===== src/hdl/modem_link_message_watcher_macros.svh =====
// assertion macros used by the watcher emitter
`ifndef MODEM_LINK_MESSAGE_WATCHER_MACROS_SVH
`define MODEM_LINK_MESSAGE_WATCHER_MACROS_SVH

`ifndef SYNTHESIS
// same-cycle implication, checked out of reset
`define MLMW_ASSERT_NOW(label, clk, rst_n, ante, cons) \
    label: assert property (@(posedge clk) disable iff (!rst_n) (ante) |-> (cons)) \
        else $error("mlmw assertion failed");
// next-cycle implication, checked out of reset
`define MLMW_ASSERT_NEXT(label, clk, rst_n, ante, cons) \
    label: assert property (@(posedge clk) disable iff (!rst_n) (ante) |=> (cons)) \
        else $error("mlmw assertion failed");
`else
`define MLMW_ASSERT_NOW(label, clk, rst_n, ante, cons)
`define MLMW_ASSERT_NEXT(label, clk, rst_n, ante, cons)
`endif

`endif


===== src/hdl/mlmw_pkg.sv =====
`default_nettype none

package mlmw_pkg;

    // capture buffer
    localparam int CAPTURE_DEPTH = 64;
    localparam int CAP_IDX_W     = $clog2(CAPTURE_DEPTH + 1);
    localparam int SLOT_W        = 6;

    // message lengths
    localparam logic [3:0] NC_LEN = 4'd14;
    localparam logic [3:0] CN_LEN = 4'd11;

    localparam logic [7:0] CR_CHAR = 8'd13;

    // message texts, padded with zeros
    localparam logic [7:0] NC_MSG [16] = '{
        8'd13, 8'd10, 8'h4E, 8'h4F, 8'h20, 8'h43, 8'h41, 8'h52,
        8'h52, 8'h49, 8'h45, 8'h52, 8'd13, 8'd10, 8'd0, 8'd0
    };
    localparam logic [7:0] CN_MSG [16] = '{
        8'd13, 8'd10, 8'h43, 8'h4F, 8'h4E, 8'h4E, 8'h45, 8'h43,
        8'h54, 8'd13, 8'd10, 8'd0, 8'd0, 8'd0, 8'd0, 8'd0
    };

    // function codes
    localparam logic [1:0] FUNC_BYTE     = 2'd0;
    localparam logic [1:0] FUNC_SET_MODE = 2'd1;
    localparam logic [1:0] FUNC_CLEAR    = 2'd2;

    // link modes
    localparam logic [2:0] MODE_NOT_STARTED = 3'd0;
    localparam logic [2:0] MODE_SLEEP       = 3'd1;
    localparam logic [2:0] MODE_ADVERTISE   = 3'd2;
    localparam logic [2:0] MODE_CONNECT     = 3'd3;
    localparam logic [2:0] MODE_SERIAL      = 3'd4;

    // result kinds
    localparam logic [1:0] KIND_FORWARD = 2'd0;
    localparam logic [1:0] KIND_CAPTURE = 2'd1;
    localparam logic [1:0] KIND_EVENT   = 2'd2;

    typedef struct packed {
        logic [1:0] func;
        logic [7:0] rx_byte;
        logic       link_pin_high;
        logic       command_mode;
        logic [2:0] new_mode;
    } in_item_t;

    typedef struct packed {
        logic [1:0]        kind;
        logic [7:0]        data_byte;
        logic [SLOT_W-1:0] capture_slot;
        logic [2:0]        link_mode;
        logic              flush_receive;
        logic              flush_transmit;
        logic              wake_pin_level;
        logic              last;
    } out_item_t;

    // what one request will emit, handed from tracker to emitter
    typedef struct packed {
        logic              cap;
        logic              fwd;
        logic              nc_ev;
        logic              cn_ev;
        logic [3:0]        prefix_len;
        logic [7:0]        data_byte;
        logic [SLOT_W-1:0] slot;
        logic [2:0]        final_mode;
        logic [2:0]        cn_mode;
        logic [4:0]        count;
    } plan_t;

endpackage

`default_nettype wire


===== src/hdl/mlmw_in_if.sv =====
`default_nettype none

interface mlmw_in_if import mlmw_pkg::*; ();
    logic     valid;
    logic     ready;
    in_item_t data;

    modport source (output valid, output data, input ready);
    modport sink (input valid, input data, output ready);
endinterface

`default_nettype wire


===== src/hdl/mlmw_out_if.sv =====
`default_nettype none

interface mlmw_out_if import mlmw_pkg::*; ();
    logic      valid;
    logic      ready;
    out_item_t data;

    modport source (output valid, output data, input ready);
    modport sink (input valid, input data, output ready);
endinterface

`default_nettype wire


===== src/hdl/modem_link_message_watcher.sv =====
// pipeline: an accepted request's plan is registered in the emitter, then each
//   result in the output register; a request with n results (n up to 15) is
//   stepped out by the emitter one result per cycle unless the output stalls,
//   and no new request is taken meanwhile; one with no results leaves it idle
// reset: async active low; mode not started, both match counters and the
//   capture index cleared at once, no clearing pass
`default_nettype none

module modem_link_message_watcher import mlmw_pkg::*; (
    input  logic        clk,
    input  logic        rst_n,
    mlmw_in_if.sink     feed,
    mlmw_out_if.source  result
);

    plan_t plan;
    logic  busy;
    logic  take;

    // one request at a time while results are stepped out
    assign feed.ready = !busy;
    assign take       = feed.valid && feed.ready;

    mlmw_tracker u_tracker (
        .clk   (clk),
        .rst_n (rst_n),
        .take  (take),
        .item  (feed.data),
        .plan  (plan)
    );

    mlmw_emitter u_emitter (
        .clk     (clk),
        .rst_n   (rst_n),
        .start   (take),
        .plan_in (plan),
        .busy    (busy),
        .result  (result)
    );

endmodule

`default_nettype wire


===== src/hdl/mlmw_tracker.sv =====
`default_nettype none

module mlmw_tracker import mlmw_pkg::*; (
    input  logic     clk,
    input  logic     rst_n,
    input  logic     take,
    input  in_item_t item,
    output plan_t    plan
);

    logic [2:0]           mode_reg, mode_next;
    logic [3:0]           nc_cnt_reg, nc_cnt_next;
    logic [3:0]           cn_cnt_reg, cn_cnt_next;
    logic [CAP_IDX_W-1:0] cap_idx_reg, cap_idx_next;
    logic                 watching;
    logic [2:0]           cn_mode;

    assign watching = (mode_reg == MODE_ADVERTISE) || (mode_reg == MODE_CONNECT) ||
                      (mode_reg == MODE_SERIAL);
    assign cn_mode  = item.link_pin_high ? MODE_CONNECT : MODE_SERIAL;

    // decide next state and the results of this request
    always_comb
    begin
        mode_next       = mode_reg;
        nc_cnt_next     = nc_cnt_reg;
        cn_cnt_next     = cn_cnt_reg;
        cap_idx_next    = cap_idx_reg;
        plan            = '0;
        plan.data_byte  = item.rx_byte;
        plan.slot       = SLOT_W'(cap_idx_reg);
        plan.cn_mode    = cn_mode;
        case (item.func)
            FUNC_BYTE:
            begin
                if (item.command_mode)
                begin
                    if (cap_idx_reg < CAP_IDX_W'(CAPTURE_DEPTH))
                    begin
                        plan.cap     = 1'b1;
                        cap_idx_next = cap_idx_reg + CAP_IDX_W'(1);
                    end
                end
                else if (watching)
                begin
                    // no carrier matcher
                    if (item.rx_byte == NC_MSG[nc_cnt_reg])
                        nc_cnt_next = nc_cnt_reg + 4'd1;
                    else if (item.rx_byte == CR_CHAR)
                        nc_cnt_next = 4'd1;
                    else if (mode_reg == MODE_SERIAL)
                    begin
                        plan.prefix_len = nc_cnt_reg;
                        plan.fwd        = 1'b1;
                        nc_cnt_next     = 4'd0;
                    end
                    // connect matcher
                    if (item.rx_byte == CN_MSG[cn_cnt_reg])
                        cn_cnt_next = cn_cnt_reg + 4'd1;
                    else if (item.rx_byte == CR_CHAR)
                        cn_cnt_next = 4'd1;
                    // completed messages
                    if (nc_cnt_next >= NC_LEN)
                    begin
                        plan.nc_ev  = 1'b1;
                        mode_next   = MODE_SLEEP;
                        nc_cnt_next = 4'd0;
                    end
                    if (cn_cnt_next >= CN_LEN)
                    begin
                        plan.cn_ev  = 1'b1;
                        mode_next   = cn_mode;
                        cn_cnt_next = 4'd0;
                    end
                end
            end
            FUNC_SET_MODE:
            begin
                if (item.new_mode <= MODE_SERIAL)
                    mode_next = item.new_mode;
            end
            FUNC_CLEAR:
            begin
                cap_idx_next = '0;
            end
            default:
            begin
            end
        endcase
        plan.final_mode = mode_next;
        plan.count      = 5'(plan.prefix_len) + 5'(plan.fwd) + 5'(plan.cap) +
                          5'(plan.nc_ev) + 5'(plan.cn_ev);
    end

    // link state
    always_ff @(posedge clk or negedge rst_n)
    begin
        if (!rst_n)
        begin
            mode_reg    <= MODE_NOT_STARTED;
            nc_cnt_reg  <= 4'd0;
            cn_cnt_reg  <= 4'd0;
            cap_idx_reg <= '0;
        end
        else if (take)
        begin
            mode_reg    <= mode_next;
            nc_cnt_reg  <= nc_cnt_next;
            cn_cnt_reg  <= cn_cnt_next;
            cap_idx_reg <= cap_idx_next;
        end
    end

endmodule

`default_nettype wire


===== src/hdl/mlmw_emitter.sv =====
`default_nettype none

`include "modem_link_message_watcher_macros.svh"

module mlmw_emitter import mlmw_pkg::*; (
    input  logic              clk,
    input  logic              rst_n,
    input  logic              start,
    input  plan_t             plan_in,
    output logic              busy,
    mlmw_out_if.source        result
);

    typedef enum logic [1:0] {
        SEQ_IDLE = 2'b01,
        SEQ_EMIT = 2'b10
    } seq_state_t;

    seq_state_t state_reg, state_next;
    logic [3:0] step_reg, step_next;
    plan_t      plan_reg;
    logic       out_valid_reg, out_valid_next;
    out_item_t  out_item_reg;
    out_item_t  item;
    logic       load;
    logic [3:0] base;

    assign busy = (state_reg == SEQ_EMIT);
    assign load = busy && (!out_valid_reg || result.ready);
    assign base = plan_reg.prefix_len + 4'(plan_reg.fwd);

    // build the result for the current step
    always_comb
    begin
        item                = '0;
        item.kind           = KIND_FORWARD;
        item.link_mode      = plan_reg.final_mode;
        item.last           = ({1'b0, step_reg} == (plan_reg.count - 5'd1));
        if (plan_reg.cap)
        begin
            item.kind         = KIND_CAPTURE;
            item.data_byte    = plan_reg.data_byte;
            item.capture_slot = plan_reg.slot;
        end
        else if (step_reg < plan_reg.prefix_len)
            item.data_byte = NC_MSG[step_reg];
        else if (plan_reg.fwd && (step_reg == plan_reg.prefix_len))
            item.data_byte = plan_reg.data_byte;
        else if (plan_reg.nc_ev && (step_reg == base))
        begin
            item.kind           = KIND_EVENT;
            item.link_mode      = MODE_SLEEP;
            item.flush_transmit = 1'b1;
            item.wake_pin_level = 1'b1;
        end
        else
        begin
            item.kind           = KIND_EVENT;
            item.link_mode      = plan_reg.cn_mode;
            item.flush_receive  = 1'b1;
            item.flush_transmit = 1'b1;
        end
    end

    // step sequencer
    always_comb
    begin
        state_next     = state_reg;
        step_next      = step_reg;
        out_valid_next = out_valid_reg;
        if (result.ready)
            out_valid_next = 1'b0;
        case (state_reg)
            SEQ_IDLE:
            begin
                if (start && (plan_in.count != 5'd0))
                begin
                    state_next = SEQ_EMIT;
                    step_next  = 4'd0;
                end
            end
            SEQ_EMIT:
            begin
                if (load)
                begin
                    out_valid_next = 1'b1;
                    step_next      = step_reg + 4'd1;
                    if (item.last)
                        state_next = SEQ_IDLE;
                end
            end
            default:
            begin
                state_next = SEQ_IDLE;
            end
        endcase
    end

    always_ff @(posedge clk or negedge rst_n)
    begin
        if (!rst_n)
        begin
            state_reg     <= SEQ_IDLE;
            step_reg      <= 4'd0;
            out_valid_reg <= 1'b0;
        end
        else
        begin
            state_reg     <= state_next;
            step_reg      <= step_next;
            out_valid_reg <= out_valid_next;
        end
    end

    // payload registers
    always_ff @(posedge clk)
    begin
        if (start)
            plan_reg <= plan_in;
        if (load)
            out_item_reg <= item;
    end

    assign result.valid = out_valid_reg;
    assign result.data  = out_item_reg;

    `MLMW_ASSERT_NOW(a_step_in_range, clk, rst_n, busy, ({1'b0, step_reg} < plan_reg.count))
    `MLMW_ASSERT_NEXT(a_start_emits, clk, rst_n, start && (plan_in.count != 5'd0), busy)
    `MLMW_ASSERT_NEXT(a_last_ends, clk, rst_n, load && item.last, !busy && out_valid_reg)
    `MLMW_ASSERT_NOW(a_no_start_busy, clk, rst_n, busy, !start)

endmodule

`default_nettype wire


===== src/flat_wrapper.sv =====
// flat-port wrapper written by rule: the top's interface ports become plain ports
module modem_link_message_watcher_flat import mlmw_pkg::*;
  (clk, rst_n, feed_valid, feed_data, feed_ready, result_valid, result_data, result_ready);
  mlmw_in_if feed_i ();
  mlmw_out_if result_i ();
  input  logic clk;
  input  logic rst_n;
  input wire logic [$bits(feed_i.valid)-1:0] feed_valid;
  input wire logic [$bits(feed_i.data)-1:0] feed_data;
  output wire logic [$bits(feed_i.ready)-1:0] feed_ready;
  output wire logic [$bits(result_i.valid)-1:0] result_valid;
  output wire logic [$bits(result_i.data)-1:0] result_data;
  input wire logic [$bits(result_i.ready)-1:0] result_ready;
  assign feed_i.valid = feed_valid;
  assign feed_i.data = feed_data;
  assign feed_ready = feed_i.ready;
  assign result_valid = result_i.valid;
  assign result_data = result_i.data;
  assign result_i.ready = result_ready;
  modem_link_message_watcher u_core (.clk(clk), .rst_n(rst_n), .feed(feed_i), .result(result_i));
endmodule

===== config.mk =====
export PLATFORM = sky130hd
export DESIGN_NAME = modem_link_message_watcher_flat
export DESIGN_NICKNAME = d
export VERILOG_FILES = /design/src/hdl/mlmw_pkg.sv /design/src/hdl/mlmw_in_if.sv /design/src/hdl/mlmw_out_if.sv /design/src/hdl/modem_link_message_watcher.sv /design/src/hdl/mlmw_tracker.sv /design/src/hdl/mlmw_emitter.sv /design/src/flat_wrapper.sv
export VERILOG_INCLUDE_DIRS = /design/src /design/src/hdl
export SDC_FILE = /design/constraint.sdc
export NUM_CORES = 1
export LEC_CHECK = 0
export BUFFER_PORTS_ARGS = -buffer_cell sky130_fd_sc_hd__buf_2
export CAP_MARGIN = 25
export CORE_MARGIN = 2
export CORE_UTILIZATION = 46
export DETAILED_ROUTE_END_ITERATION = 12
export GPL_ROUTABILITY_DRIVEN = 0
export GPL_TIMING_DRIVEN = 0
export PLACE_DENSITY = 0.75
export SYNTH_ARGS = -nofsm -noshare
export SYNTH_HDL_FRONTEND = slang
export SYNTH_HIERARCHICAL = 1
export SYNTH_SLANG_ARGS = --single-unit

===== constraint.sdc =====
create_clock -name clk -period 5.2 [get_ports clk]
set_clock_uncertainty 0.15 [all_clocks]
set_input_delay 0.52 -clock clk [delete_from_list [all_inputs] [get_ports clk]]
set_output_delay 0.52 -clock clk [all_outputs]
set_load 0.05 [all_outputs]

# Word-level counts from Yosys, hierarchy flattened
# Memory sizes are Yosys's and may differ from the RTL's.
# Cells that the tools add are included.
# op_classes
n_bitwise,4
order_cmp,8
eq_ne,18
n_reduce_logical,20
addsub,10
muxes,63
# ops
cell,count
$mux W8,10
$mux W4,18
$mux W7,4
$mux W3,7
$mux W6,3
$eq A8 B8 Y1,2
$add A5 B1 Y5,3
$ge A5 B5 Y1 const B,3
$not A4 Y5,3
$pmux W7 S2,1
$mux W1,13
$add A4 B1 Y4 const B,3
$ne A2 B2 Y1 const B,5
$eq A4 B4 Y1,2
$eq A8 B4 Y1 const B,1
$ge A4 B4 Y1 const B,2
$mux W2,4
$pmux W4 S2,1
$reduce_and A4 Y1,2
$add A7 B1 Y7 const B,1
$lt A7 B7 Y1 const B,1
$eq A3 B2 Y1 const B,2
$pmux W3 S2,1
$reduce_and A3 Y1,2
other kinds (19),29
# word_totals
wordCells,151
inputBits,19
n_memories,3
rom_bits,384
reg_bits,80
# memory_table
memory,depth,width,rd,rd_clocked_by_memory_dff,wr,line_no,rtl
(no name shown),16,8,1,0,0,mlmw_tracker.sv:58,if (item.rx_byte == CN_MSG[cn_cnt_reg])
(no name shown),16,8,1,0,0,mlmw_tracker.sv:47,if (item.rx_byte == NC_MSG[nc_cnt_reg])
(no name shown),16,8,1,0,0,mlmw_emitter.sv:46,item.data_byte = NC_MSG[step_reg];

# Longest topological paths before layout
# depth
word_depth,22
ltp_mapped,22

# By module
# Netlist, hierarchy kept.
# modules_own_cells
module,instances,seq_area_each_um2,area_per_inst_um2,cells_per_inst
mlmw_emitter,1,1798.0,2698.8,186
mlmw_tracker,1,450.4,2311.0,285
modem_link_message_watcher,1,0.0,10.0,2

# Least setup slack after synthesis
# No wires, ideal clock.
# synth_path
path_type,register to register
from,register u_core.u_tracker.cn_cnt_reg[0]
to,register u_core.u_emitter.state_reg[1]
path_slack_ns,-0.050
synth_period_minus_slack_ns,5.250
arrival_time_ns,4.967
stages_incl_launch_ff,21
cell_sequence,dfrtp_1 > inv_1 > ha_1 > and2b_1 > o32ai_1 > xnor2_1 > nand2_1 > or4_1 > buf_6 > mux2i_4 > and2_4 > inv_2 > fa_1 > inv_1 > fa_1 > fa_1 > xor2_1 > or4_4 > o2111ai_4 > and2_1 > a31oi_1
# synth_rtl
element,line_no,rtl
start: declaration,mlmw_tracker.sv:13,"logic [3:0] cn_cnt_reg, cn_cnt_next;"
start signal: assignment,mlmw_tracker.sv:109,cn_cnt_reg <= cn_cnt_next;
end signal: assignment,mlmw_emitter.sv:109,state_reg <= state_next;
end: declaration,mlmw_emitter.sv:19,"seq_state_t state_reg, state_next;"

==> run_summary.xml <==
<?xml version="1.0" encoding="UTF-8"?>
<metrics>
  <group name="grt">
    <metric name="globalRouteTotalUtil" unit="">0.1926</metric>
    <metric name="grt_pass1_vias" unit="">3800</metric>
    <metric name="grt_first_pass_wirelength" unit="µm">17770</metric>
    <metric name="grt_start_max_net_pins" unit="">36</metric>
    <metric name="grt.overflow.total" unit="">0</metric>
    <metric name="initial_antenna_violation_count" unit="">0</metric>
  </group>
  <group name="placement">
    <metric name="placed_area" unit="µm²">5433</metric>
    <metric name="hpwlAfterDp" unit="µm">7657</metric>
    <metric name="dp_cells" unit="">656</metric>
    <metric name="port-buffer-count" unit="">42</metric>
  </group>
  <group name="layout">
    <metric name="largest_register_ffs" unit="">32</metric>
    <metric name="antenna_cells_inserted" unit="">0</metric>
    <metric name="design.final.nets" unit="">611</metric>
    <metric name="final_cells" unit="">705</metric>
    <metric name="layout-area-overhead-vs-synth" unit="%">19.57</metric>
    <metric name="final_design_area_no_fill" unit="µm²">6002</metric>
    <metric name="post_route_cells_drive_above_1_share" unit="">0.3133</metric>
  </group>
  <group name="power_and_ir_drop">
    <metric name="p_leak" unit="nW">2.554</metric>
    <metric name="pwr-share-comb" unit="">0.396</metric>
    <metric name="cell_internal_pwr" unit="W">0.001367</metric>
    <metric name="seq_power_share" unit="">0.395</metric>
    <metric name="power.switching" unit="W">0.0007330</metric>
    <metric name="worst_ir_drop_vdd" unit="µV">223.0</metric>
    <metric name="power.density_cell_area" unit="nW/µm²">349.9</metric>
    <metric name="swShare" unit="">0.3491</metric>
    <metric name="post-layout-total-power" unit="W">0.002100</metric>
    <metric name="clock_power_share" unit="">0.208</metric>
  </group>
  <group name="run">
    <metric name="max_cap_violations" unit="">0</metric>
  </group>
  <group name="timing">
    <metric name="setup_violations" unit="">0</metric>
    <metric name="rsz0062_at_grt" unit="">yes</metric>
    <metric name="final_period_minus_worst_setup_slack" unit="ps">5087</metric>
    <metric name="clock.fmax" unit="MHz">196.6</metric>
    <metric name="timing_worst_slew_pin_value" unit="ps">873.6</metric>
    <metric name="final_max_slew_viol_count" unit="">0</metric>
    <metric name="finalCritPeriodShare" unit="">0.9783</metric>
    <metric name="slew-limit-headroom" unit="">0.4170</metric>
    <metric name="final_report_hold_violation_count" unit="">0</metric>
    <metric name="fin_tns_setup" unit="ps">0</metric>
  </group>
  <group name="clock_tree">
    <metric name="cts_tree" unit="">built</metric>
    <metric name="cts-root-to-sink-buffers" unit="">2</metric>
    <metric name="cts_made_buffers" unit="">9</metric>
    <metric name="cts_num_sinks" unit="">79</metric>
    <metric name="postCtsHoldBufs" unit="">0</metric>
    <metric name="htree_num_levels" unit="">3</metric>
    <metric name="clk-insertion-delay-late" unit="ps">350</metric>
    <metric name="cts_root_buf" unit="">sky130_fd_sc_hd__clkbuf_8</metric>
    <metric name="worst_setup_hold_path_clk_slew" unit="ps">100</metric>
  </group>
  <group name="yosys">
    <metric name="netlist_instances" unit="">473</metric>
    <metric name="synth_seq_area_share" unit="">0.4479</metric>
    <metric name="synth.distinct_cells" unit="">86</metric>
    <metric name="ys.warnings.count" unit="">6</metric>
    <metric name="synth-async-reset-ratio" unit="">0.3165</metric>
    <metric name="post_synthesis_average_cell_area" unit="µm²">10.61</metric>
    <metric name="postSynthRegisterBits" unit="">79</metric>
    <metric name="ys_dominant_reg_cell" unit="">sky130_fd_sc_hd__edfxtp_1</metric>
    <metric name="mappedNetlistNets" unit="">524</metric>
    <metric name="synth-edff-count" unit="">54</metric>
    <metric name="mapped_cell_area" unit="µm²">5020</metric>
  </group>
  <group name="drt">
    <metric name="detailed_router_iteration_count_before_antenna_repair" unit="">5</metric>
    <metric name="via_per_inst" unit="">5.482</metric>
    <metric name="routed_wirelength" unit="µm">10870</metric>
    <metric name="detail-route-antenna-nets" unit="">0</metric>
    <metric name="dr.first_iter.drc_count" unit="">252</metric>
    <metric name="via_count" unit="">3865</metric>
    <metric name="detail_route.drc_violations" unit="">0</metric>
    <metric name="avgRoutedWirePerCell" unit="µm">15.42</metric>
  </group>
  <group name="die">
    <metric name="die_h" unit="µm">108.5</metric>
    <metric name="dieWidth" unit="µm">108.5</metric>
    <metric name="num_rows" unit="">38</metric>
    <metric name="fp.dieArea" unit="µm²">11760</metric>
    <metric name="num_io_pins" unit="">44</metric>
    <metric name="start_util" unit="">0.4672</metric>
    <metric name="placeableCoreArea" unit="µm²">10750</metric>
  </group>
  <group name="setup_path">
    <metric name="endpoint_arrival_time_on_the_critical_path" unit="ps">5160</metric>
    <metric name="rr_worst_depth" unit="">19</metric>
    <metric name="timing.critical_path.to_type" unit="">flip-flop</metric>
    <metric name="critical_path.max_fanout" unit="">7</metric>
    <metric name="worst-endpoint-required" unit="ps">5270</metric>
    <metric name="worst_setup_path_start_kind" unit="">flip-flop</metric>
    <metric name="path_class" unit="">flip-flop to flip-flop</metric>
  </group>
  <group name="min_path">
    <metric name="hold_path_class" unit="">input port to asynchronous set/reset pin</metric>
  </group>
  <group name="status">
    <metric name="outcome" unit="">finished, final reports clean</metric>
  </group>
</metrics>
-- final cells by class --
| class | instances | area [µm²] |
|---|---|---|
| Tap cell | 140 | 175.2 |
| Inverter | 37 | 147.6 |
| Fill cell | 936 | 4743 |
| Clock buffer | 9 | 123.9 |
| Buffer | 30 | 197.7 |
| Clock inverter | 7 | 62.56 |
| Sequential cell | 79 | 2253 |
| Multi-Input combinational cell | 326 | 2549 |
| Timing Repair Buffer | 77 | 493.0 |
-- Yosys cell counts (all sizes together) (4+ instances only) --
cell type / number / share of area
clkbuf: 5 / 0.0037
and2b: 4 / 0.0067
nor2b: 12 / 0.015
and3: 5 / 0.0067
a21oi: 16 / 0.017
nand2: 31 / 0.023
nand4: 5 / 0.0075
dfrtp: 24 / 0.12
o2bb2ai: 7 / 0.012
nand3: 13 / 0.013
ha: 29 / 0.072
a31oi: 6 / 0.0075
and2: 15 / 0.020
inv: 36 / 0.027
xnor2: 14 / 0.024
xor2: 15 / 0.026
nand2b: 8 / 0.011
nor3b: 4 / 0.0060
a22oi: 4 / 0.0060
buf: 26 / 0.038
o32ai: 4 / 0.0070
o21ai: 25 / 0.025
nor3: 13 / 0.014
edfxtp: 54 / 0.32
nor2: 28 / 0.021
-- cells in the final DEF, fill, tap and decap left out, types with 6 or more instances in the layout --
master / count
sky130_fd_sc_hd__edfxtp_1: 54
sky130_fd_sc_hd__buf_4: 51
sky130_fd_sc_hd__buf_2: 47
sky130_fd_sc_hd__inv_1: 31
sky130_fd_sc_hd__nand2_1: 29
sky130_fd_sc_hd__nor2_1: 28
sky130_fd_sc_hd__ha_1: 25
sky130_fd_sc_hd__o21ai_0: 21
sky130_fd_sc_hd__dfrtp_1: 20
sky130_fd_sc_hd__a21oi_1: 15
sky130_fd_sc_hd__xor2_1: 15
sky130_fd_sc_hd__xnor2_1: 14
sky130_fd_sc_hd__nand3_1: 13
sky130_fd_sc_hd__nor3_1: 12
sky130_fd_sc_hd__nor2b_1: 10
sky130_fd_sc_hd__clkbuf_8: 9
sky130_fd_sc_hd__and2_1: 9
sky130_fd_sc_hd__o2bb2ai_1: 7
sky130_fd_sc_hd__nand2b_1: 7
sky130_fd_sc_hd__a31oi_1: 6
-- path summary, 6_finish.rpt --
check	endpoint	slack [ps]	from
min in group clk	u_core/u_tracker/mode_reg[2]	330	feed_data[4]
min reg2reg	u_core/u_tracker/cap_idx_reg[6]	370	u_core/u_tracker/cap_idx_reg[6]
max	u_core/u_emitter/state_reg[1]	110	u_core/u_tracker/cn_cnt_reg[0]
min	u_core/u_tracker/cap_idx_reg[4]	50	rst_n
max reg2reg	u_core/u_emitter/state_reg[1]	110	u_core/u_tracker/cn_cnt_reg[0]
max in group asynchronous	u_core/u_tracker/cn_cnt_reg[1]	4370	rst_n
-- critical path: stages (launching register included) --
cell and delay, ps:
sky130_fd_sc_hd__dfrtp_2 420, sky130_fd_sc_hd__inv_4 70, sky130_fd_sc_hd__ha_2 190, sky130_fd_sc_hd__nor2b_1 130
sky130_fd_sc_hd__o32ai_2 270, sky130_fd_sc_hd__xor2_1 120, sky130_fd_sc_hd__nand2b_1 170, sky130_fd_sc_hd__or4_4 580
sky130_fd_sc_hd__mux2i_4 220, sky130_fd_sc_hd__and2_4 170, sky130_fd_sc_hd__inv_2 50, sky130_fd_sc_hd__fa_1 470
sky130_fd_sc_hd__inv_1 50, sky130_fd_sc_hd__fa_2 360, sky130_fd_sc_hd__fa_2 370, sky130_fd_sc_hd__and3_4 160
sky130_fd_sc_hd__or4_4 490, sky130_fd_sc_hd__o2111ai_4 270, sky130_fd_sc_hd__and2_4 190, sky130_fd_sc_hd__a31oi_1 40
-- routing by layer --
layer	vias to the layer above	routed length [µm]	GRT usage
met3	22	438	0.03436
met1	1865	4533	0.2278
met4	0	249	0.07326
met2	112	5647	0.3464
li1	1866	-	-
met5	-	0	0
-- cell families (layout without fill, tap and decap cells) --
logic type,Yosys count,in the layout,share of synthesized area
AO/OA/AOI/OAI,101,101,0.1453
multiplexers,7,7,0.02268
AND/OR/NAND/NOR,156,156,0.1755
XOR/XNOR,30,30,0.05509
buffers and inverters,68,160,0.06929
adder cells (fa/ha/maj),32,32,0.08425
flip-flops,79,79,0.4479
-- per-stage QoR --
| stage | utilization | setup WS, ps | hold WS (ps) |
|---|---|---|---|
| 2_1_floorplan | - | 7.661 | 74.41 |
| 3_3_place_gp | 0.5030 | -382.9 | 348.9 |
| 3_5_place_dp | 0.5056 | -528.2 | 348.3 |
| 4_1_cts | 0.5515 | 10.91 | 50.79 |
| 5_1_grt | 0.5586 | -57.25 | 70.84 |
| 6_report | 0.5586 | 112.7 | 45.45 |
-- what timing repair did --
action,CTS,global route
pin swaps,13,16
setup endpoints to repair,6,9
resized for setup,19,12
buffers inserted,31,4
-- power groups by stage --
stage	Sequential, W	Clock, W	Combinational [W]
floorplan	0.000829	0	0.000449
finish	0.000830	0.000437	0.000833
detailed placement	0.000843	0	0.000579
CTS	0.000829	0.000447	0.000779
global placement	0.000841	0	0.000547
global route	0.000842	0.000471	0.000902
Note: power is estimated with default switching activity, not from simulation.
